<file path="config.mk">
export PLATFORM = sky130hd
export DESIGN_NAME = shellcode_signature_scanner
export DESIGN_NICKNAME = d
export VERILOG_FILES = /design/src/ssig_pkg.sv /design/src/ssig_cell.sv /design/src/ssig_eval.sv /design/src/shellcode_signature_scanner.sv
export SDC_FILE = /design/constraint.sdc
export NUM_CORES = 1
export LEC_CHECK = 0
export BUFFER_PORTS_ARGS = -buffer_cell sky130_fd_sc_hd__buf_2
export CELL_PAD_IN_SITES_DETAIL_PLACEMENT = 0
export CELL_PAD_IN_SITES_GLOBAL_PLACEMENT = 1
export CORE_MARGIN = 3
export CORE_UTILIZATION = 52
export CTS_CLUSTER_SIZE = 14
export DETAILED_ROUTE_END_ITERATION = 8
export PLACE_DENSITY_LB_ADDON = 0.1
export SYNTH_ARGS = -nofsm -noshare
export SYNTH_HDL_FRONTEND = slang
export SYNTH_SLANG_ARGS = --single-unit
</file>
<file path="constraint.sdc">
create_clock -name i_clk -period 8.3 [get_ports i_clk]
set_input_delay 0.83 -clock i_clk [delete_from_list [all_inputs] [get_ports i_clk]]
set_output_delay 0.83 -clock i_clk [all_outputs]
set_load 0.005 [all_outputs]
</file>
<file path="src/ssig_pkg.sv">
`timescale 1ns / 1ps

package ssig_pkg;

    localparam int SIG_COUNT = 5;
    localparam int WIN_LEN   = 8;
    localparam int BYTE_W    = 8;
    localparam int RUN_W     = 8;
    localparam int MIN_LEN   = 4;

    localparam logic [BYTE_W-1:0] NOP_BYTE      = 8'h90;
    localparam logic [RUN_W-1:0]  NOP_LIMIT_RST = 8'd16;
    localparam logic [RUN_W-1:0]  RUN_MAX       = {RUN_W{1'b1}};

    typedef logic [SIG_COUNT-1:0] t_sig_vec;

    typedef struct packed {
        logic hit;
        logic is_nop;
        logic long_enough;
        logic last;
    } t_scan_status;

    localparam int SIG_LEN [SIG_COUNT] = '{8, 4, 5, 3, 6};

    localparam logic [BYTE_W-1:0] SIG_BYTES [SIG_COUNT][WIN_LEN] = '{
        '{8'h48, 8'h31, 8'hd2, 8'h48, 8'h31, 8'hf6, 8'h48, 8'hbb},
        '{8'h31, 8'hc0, 8'h50, 8'h68, 8'h00, 8'h00, 8'h00, 8'h00},
        '{8'h48, 8'h89, 8'hc7, 8'h0f, 8'h05, 8'h00, 8'h00, 8'h00},
        '{8'h31, 8'hc0, 8'h50, 8'h00, 8'h00, 8'h00, 8'h00, 8'h00},
        '{8'h6a, 8'h29, 8'h58, 8'h99, 8'h6a, 8'h02, 8'h00, 8'h00}
    };

endpackage

</file>
<file path="src/ssig_cell.sv">
`timescale 1ns / 1ps

module ssig_cell #(
    parameter int POS = 0
) (
    input  logic                         i_clk,
    input  logic                         i_rst_n,
    input  logic                         i_shift,
    input  logic [ssig_pkg::BYTE_W-1:0]  i_byte,
    input  logic                         i_valid,
    output logic [ssig_pkg::BYTE_W-1:0]  o_byte,
    output logic                         o_valid,
    output ssig_pkg::t_sig_vec           o_match
);
    import ssig_pkg::*;

    logic [BYTE_W-1:0] r_byte;
    logic              r_valid;

    always_ff @(posedge i_clk) begin
        if (!i_rst_n) begin
            r_valid <= 1'b0;
        end else if (i_shift) begin
            r_valid <= i_valid;
        end
    end

    always_ff @(posedge i_clk) begin
        if (i_shift) begin
            r_byte <= i_byte;
        end
    end

    for (genvar s = 0; s < SIG_COUNT; s++) begin : g_sig
        localparam int LEN = SIG_LEN[s];
        if (POS >= LEN) begin : g_free
            assign o_match[s] = 1'b1;
        end else begin : g_cmp
            assign o_match[s] = r_valid && (r_byte == SIG_BYTES[s][LEN-1-POS]);
        end
    end

    assign o_byte  = r_byte;
    assign o_valid = r_valid;

endmodule

</file>
<file path="src/ssig_eval.sv">
`timescale 1ns / 1ps

module ssig_eval (
    input  logic                        i_clk,
    input  logic                        i_rst_n,
    input  logic                        i_pending,
    input  ssig_pkg::t_scan_status      i_status,
    input  logic                        i_cfg_wr_en,
    input  logic [ssig_pkg::RUN_W-1:0]  i_cfg_wr_data,
    input  logic                        i_out_ready,
    output logic                        o_eval_go,
    output logic                        o_out_valid,
    output logic                        o_out_detected
);
    import ssig_pkg::*;

    logic [RUN_W-1:0] r_limit;
    logic [RUN_W-1:0] r_nop_run;
    logic [RUN_W-1:0] n_nop_run;
    logic             r_found;
    logic             n_found;
    logic             r_out_valid;
    logic             r_out_det;
    logic             w_sled;
    logic             w_out_free;

    always_comb begin
        n_nop_run = (r_nop_run == RUN_MAX) ? r_nop_run : r_nop_run + 1'b1;
        w_sled    = i_status.is_nop && (n_nop_run >= r_limit);
        n_found   = r_found || i_status.hit || w_sled;
    end

    assign w_out_free = !r_out_valid || i_out_ready;
    assign o_eval_go  = i_pending && (!i_status.last || w_out_free);

    always_ff @(posedge i_clk) begin
        if (!i_rst_n) begin
            r_limit <= NOP_LIMIT_RST;
        end else if (i_cfg_wr_en) begin
            r_limit <= i_cfg_wr_data;
        end
    end

    always_ff @(posedge i_clk) begin
        if (!i_rst_n) begin
            r_nop_run   <= '0;
            r_found     <= 1'b0;
            r_out_valid <= 1'b0;
        end else begin
            if (o_eval_go && i_status.last) begin
                r_out_valid <= 1'b1;
            end else if (i_out_ready) begin
                r_out_valid <= 1'b0;
            end
            if (o_eval_go) begin
                if (i_status.last) begin
                    r_nop_run <= '0;
                    r_found   <= 1'b0;
                end else begin
                    r_nop_run <= i_status.is_nop ? n_nop_run : '0;
                    r_found   <= n_found;
                end
            end
        end
    end

    always_ff @(posedge i_clk) begin
        if (o_eval_go && i_status.last) begin
            r_out_det <= n_found && i_status.long_enough;
        end
    end

    assign o_out_valid    = r_out_valid;
    assign o_out_detected = r_out_det;

endmodule

</file>
<file path="src/shellcode_signature_scanner.sv">
`timescale 1ns / 1ps
// Channel   Direction  Signals                      Contents
// s_axis    in         tvalid tready tdata tlast    tdata[7:0] data_byte, tlast last_byte
// m_axis    out        tvalid tready tdata          tdata[0] detected, [7:1] zero
// cfg       in         wr_en wr_data                wr_data[7:0] nop_run_limit
//
// One byte per cycle unless a verdict is stalled; a byte enters the eight-cell shift
// chain on acceptance and is checked against all signatures in the following cycle.
// The verdict is registered at the output when the head cell's last byte is evaluated.
// Reset is synchronous: chain valid bits, counters and the output clear at once.
// A stalled output holds the input only when the next verdict is due.
module shellcode_signature_scanner (
    input  logic        i_clk,
    input  logic        i_rst_n,
    input  logic        i_s_axis_tvalid,
    output logic        o_s_axis_tready,
    input  logic [7:0]  i_s_axis_tdata,   // [7:0] data_byte
    input  logic        i_s_axis_tlast,
    output logic        o_m_axis_tvalid,
    input  logic        i_m_axis_tready,
    output logic [7:0]  o_m_axis_tdata,   // [0] detected, [7:1] zero
    input  logic        i_cfg_wr_en,
    input  logic [7:0]  i_cfg_wr_data
);
    import ssig_pkg::*;

    logic [BYTE_W-1:0] w_byte  [WIN_LEN];
    logic              w_valid [WIN_LEN];
    t_sig_vec          w_match [WIN_LEN];
    t_sig_vec          w_sig_hit;
    t_scan_status      w_status;
    logic              w_accept;
    logic              w_eval_go;
    logic              w_out_det;
    logic              r_new;
    logic              r_last0;

    assign o_s_axis_tready = !r_new || w_eval_go;
    assign w_accept        = i_s_axis_tvalid && o_s_axis_tready;

    always_ff @(posedge i_clk) begin
        if (!i_rst_n) begin
            r_new <= 1'b0;
        end else if (w_accept) begin
            r_new <= 1'b1;
        end else if (w_eval_go) begin
            r_new <= 1'b0;
        end
    end

    always_ff @(posedge i_clk) begin
        if (!i_rst_n) begin
            r_last0 <= 1'b0;
        end else if (w_accept) begin
            r_last0 <= i_s_axis_tlast;
        end
    end

    for (genvar k = 0; k < WIN_LEN; k++) begin : g_cell
        logic [BYTE_W-1:0] w_in_byte;
        logic              w_in_valid;
        if (k == 0) begin : g_head
            assign w_in_byte  = i_s_axis_tdata;
            assign w_in_valid = 1'b1;
        end else begin : g_body
            assign w_in_byte  = w_byte[k-1];
            assign w_in_valid = w_valid[k-1] && !r_last0;
        end
        ssig_cell #(
            .POS(k)
        ) u_cell (
            .i_clk   (i_clk),
            .i_rst_n (i_rst_n),
            .i_shift (w_accept),
            .i_byte  (w_in_byte),
            .i_valid (w_in_valid),
            .o_byte  (w_byte[k]),
            .o_valid (w_valid[k]),
            .o_match (w_match[k])
        );
    end

    always_comb begin
        w_sig_hit = '1;
        for (int k = 0; k < WIN_LEN; k++) begin
            w_sig_hit = w_sig_hit & w_match[k];
        end
        w_status.hit         = |w_sig_hit;
        w_status.is_nop      = (w_byte[0] == NOP_BYTE);
        w_status.long_enough = w_valid[MIN_LEN-1];
        w_status.last        = r_last0;
    end

    ssig_eval u_eval (
        .i_clk          (i_clk),
        .i_rst_n        (i_rst_n),
        .i_pending      (r_new),
        .i_status       (w_status),
        .i_cfg_wr_en    (i_cfg_wr_en),
        .i_cfg_wr_data  (i_cfg_wr_data),
        .i_out_ready    (i_m_axis_tready),
        .o_eval_go      (w_eval_go),
        .o_out_valid    (o_m_axis_tvalid),
        .o_out_detected (w_out_det)
    );

    assign o_m_axis_tdata = {7'd0, w_out_det};

endmodule
</file>
==> out/results.txt <==
The flow ran to the end, and the final reports show no timing, DRC or antenna violations. During synthesis, Yosys emitted a total of 0 warnings. The async set-or-reset flop fraction in the synthesized netlist works out to 0%. For the worst setup path, the data required time is 8.40 ns.

The worst path in the final design needs a cycle of 2.96 ns, including I/O delays and setup. Counting every instance in the synthesized netlist gives 299. Most frequent standard cell in the layout excluding fill and tap cells: sky130_fd_sc_hd__edfxtp_1. The floorplan has 30 rows. Setup violations remaining at the end of the flow were counted as 0.

In the final design database the tool counted 359 nets. The category of the worst setup path launch point was a flop. The post-synthesis area per instance works out to 12.8 um2.

TritonCTS built the clock tree. Dividing the detail-routed wire length by the instance count gives 16.6 um. The quantity of hold-fixing buffers added after cts is 0, and the iteration-0 DRC count of the detailed router is 164. Number of synthesized flops with an enable pin: 65. For the pin with the worst max-slew slack, the measured transition is 0.998 ns. The share of synthesized area in the top cell type comes to 51.2%. The floorplan step set the die height to 91.6 um. The die span in x works out to 91.6 um.

After detailed placement, the total cell area comes to 0.00400 mm2. The maximum number of pins on one net before global-route repair is 66. Post-CTS timing repair inserted 0 buffers for setup. Measured against its own limit, the worst slew margin works out to 33.3%. The post-synthesis instance area was 0.00381 mm2. The tools report the total power after layout as 859 uW.

Startpoint-to-endpoint class of the critical path: reg2reg. The initial utilization of the core area, before any placement, comes to 54.9%. IR analysis of the VDD net gives a maximum drop of 0.129 mV. TritonCTS created 9 clock buffers. The wire-length estimate of the detail-placed layout is 5.05 mm. On the worst path, the slowest cell contributes a delay of 0.57 ns. During I/O placement, the number of pins put on the boundary was 32. The detail route stage leaves a number of antenna-violating nets equal to 0.

Across the routed clock network, the largest skew measured is 0.0100 ns. The per-cell via count in the routed design is 5.63, and the met1 routing resource usage after global routing is 27.1%. The met3 capacity usage during global routing was 4.35%; the post-synthesis register bit count was 93.

The total number of H-tree levels was 3; the part of the Yosys area used for sequential elements was 65.9%. The core outline area is 0.00694 mm2, and the number of antenna diodes is 0. Global routing used 17.7% of the available tracks. The global-route wire length before repair came out at 11.3 mm. The leading area contributor after synthesis is sky130_fd_sc_hd__edfxtp_1. The tools report the hold violation count in the final report as 0. After detailed routing, the number of remaining DRC violations is 0. By area the synthesized netlist is led by sky130_fd_sc_hd__edfxtp_1, sky130_fd_sc_hd__dfxtp_1, sky130_fd_sc_hd__ha_1.

Global routing consumed, on the met2 layer, 24.7% of the routing resources. The tree is rooted in a sky130_fd_sc_hd__clkbuf_8. Counting every sink on the clock net gives 93.

The via count of the first global-routing pass was 2237. The clock transition at the register clock pins on the worst setup and hold paths after CTS was 0.10 ns; the total negative slack for setup checks was 0 ns. The filler cells instantiated in the layout total 565. The number of max-slew violations in the final report is 0, and the sum of overflow across all layers after global routing is 0. The critical path endpoint category was a flop.

During placement, the flow inserted port buffers numbering 24. The path class of the tightest hold or removal check is reg2reg. At the end of routability-driven placement, the weighted congestion stood at 0.863. For the source-to-sink clock delay at the later pin of the worst-skew pair, the log shows 0.36 ns.

The slowest stage of the critical path belongs to the cell sky130_fd_sc_hd__or4_1. The post-cts resize count is 0, and the aggregate routed wire length is 7.11 mm. The initial antenna violation count came out at 0.

Dominant register cell in the synthesized netlist: sky130_fd_sc_hd__edfxtp_1. Of all nets on the critical path, the largest fanout is 8. Dividing total power by cell area gives a power density of 205 mW/mm2. Counting along the longest clock path gives a buffer depth of 2.

Setup repair after global routing left no endpoint under its margin. Data arrival time of the worst path: 3.06 ns. met1 is the most crowded layer. The worst hold margin was 0.444 ns. Number of maximum-capacitance constraint violations: 0. After routing the design area is 0.00419 mm2.

The layout cell share with drive strength beyond 1 is 14.4%. In this run the static leakage power is 1.47 nW. The top cell types in the final layout, fill and taps aside, are sky130_fd_sc_hd__edfxtp_1, sky130_fd_sc_hd__dfxtp_1, sky130_fd_sc_hd__nor2_1, sky130_fd_sc_hd__buf_2, sky130_fd_sc_hd__nand2_1. The post-route fraction of the period consumed by the critical path is 35.7%.

The critical path goes through ha_1, nand2_1, or4_1, xnor2_1, ha_1, nand2b_1, a211oi_1, o31ai_1, a211oi_1, a31oi_1. The logs give 0.00840 mm2 for the full die area and 2415 for the via count. Growth of design area from synthesis to finish: 9.88%. The tools report the distinct cell type count after synthesis as 47. The first detailed-routing pass ran for 4 iterations.

The maximum clock frequency came out at 338 MHz.
## layer usage
metal  part of all wire [%]  wire length, um
met5                      0                0
met4                    1.0               72
met3                    6.9              491
met2                     43             3070
met1                     49             3470
## synthesized netlist by cell type (2+ instances only)
master / number
sky130_fd_sc_hd__o211ai_1: 2
sky130_fd_sc_hd__o21ai_0: 4
sky130_fd_sc_hd__nand2_1: 23
sky130_fd_sc_hd__a211oi_1: 3
sky130_fd_sc_hd__mux2i_1: 7
sky130_fd_sc_hd__and3b_1: 2
sky130_fd_sc_hd__nand2b_1: 4
sky130_fd_sc_hd__nor4b_1: 2
sky130_fd_sc_hd__nor3b_1: 2
sky130_fd_sc_hd__o2111ai_1: 2
sky130_fd_sc_hd__and4b_1: 4
sky130_fd_sc_hd__and3_1: 2
sky130_fd_sc_hd__nor4bb_1: 7
sky130_fd_sc_hd__nor4_1: 9
sky130_fd_sc_hd__o21a_1: 3
sky130_fd_sc_hd__nand3_1: 13
sky130_fd_sc_hd__nor3_1: 7
sky130_fd_sc_hd__and4bb_2: 2
sky130_fd_sc_hd__and4_1: 2
sky130_fd_sc_hd__buf_4: 8
sky130_fd_sc_hd__clkbuf_1: 3
sky130_fd_sc_hd__edfxtp_1: 65
sky130_fd_sc_hd__xnor2_1: 2
sky130_fd_sc_hd__mux2_2: 2
sky130_fd_sc_hd__ha_1: 9
sky130_fd_sc_hd__a21oi_1: 16
sky130_fd_sc_hd__inv_1: 13
sky130_fd_sc_hd__nor2_1: 24
sky130_fd_sc_hd__nand4_1: 10
sky130_fd_sc_hd__a32o_1: 2
sky130_fd_sc_hd__dfxtp_1: 28
sky130_fd_sc_hd__a22oi_1: 2
## path summary, 6_finish.rpt
kind	startpoint	end	slack [ns]	depth (start not counted)
worst max-delay path	u_eval.r_nop_run[0]	u_eval.o_out_detected	5.34	10
worst min register to register	g_cell[3].u_cell.o_byte[1]	g_cell[4].u_cell.o_byte[1]	0.44	0
worst min-delay path	g_cell[3].u_cell.o_byte[1]	g_cell[4].u_cell.o_byte[1]	0.44	0
worst max register to register	u_eval.r_nop_run[0]	u_eval.o_out_detected	5.34	10
## cells by family (layout without fill, tap and decap cells)
logic type | after synthesis | in the layout | synth area share [%]
xor+xnor | 3 | 3 | 0.689
fa+ha+maj | 9 | 9 | 2.95
buf+inv | 27 | 55 | 3.64
mux | 9 | 9 | 2.43
other cells | 1 | 7 | 0.0984
compound gates | 38 | 38 | 6.40
simple gates | 119 | 119 | 17.9
flops | 93 | 93 | 65.9
## power by group
part | switching (mW) | internal [mW]
Sequential | 0.0155 | 0.520
Combinational | 0.0209 | 0.0132
Clock | 0.171 | 0.118
## final cells by class
cell class                 instances  area [um2]  share of cell area, %
clock inverter                     7        68.8                   1.64
timing repair buffer              25         128                   3.05
inverter                          14        52.6                   1.25
sequential                        93        2510                   60.0
clock buffer                       9         124                   2.96
tap                               96         120                   2.87
multi-input combinational        185        1180                   28.3
## per-stage QoR
stage,util (%),setup WS [ns],instances
2_1_floorplan,-,5.33,305
4_1_cts,60.3,5.37,429
5_1_grt,60.3,5.22,429
3_5_place_dp,57.5,5.37,413
3_3_place_gp,57.5,5.43,413
6_report,60.3,5.34,429
## sequential cells by signal (all words and copies together) (netlist names)
signal / flops
g_cell.u_cell.o_valid: 8
u_eval.o_out_detected: 1
u_eval.o_out_valid: 1
u_eval.r_limit: 8
u_eval.r_nop_run: 8
g_cell.u_cell.o_byte: 64
u_eval.r_found: 1
r_new: 1
r_last0: 1
## worst max-delay path: cells and delay by family (launching register included)
family                     cells  cell delay (ns)
and+or+nand+nor                3             0.81
AOI/OAI and AO/OA              4             0.74
DFF                            1             0.43
adders and majority gates      2             0.49
xor gates and xnor gates       1             0.24
Note: power is estimated with default switching activity, not from simulation.
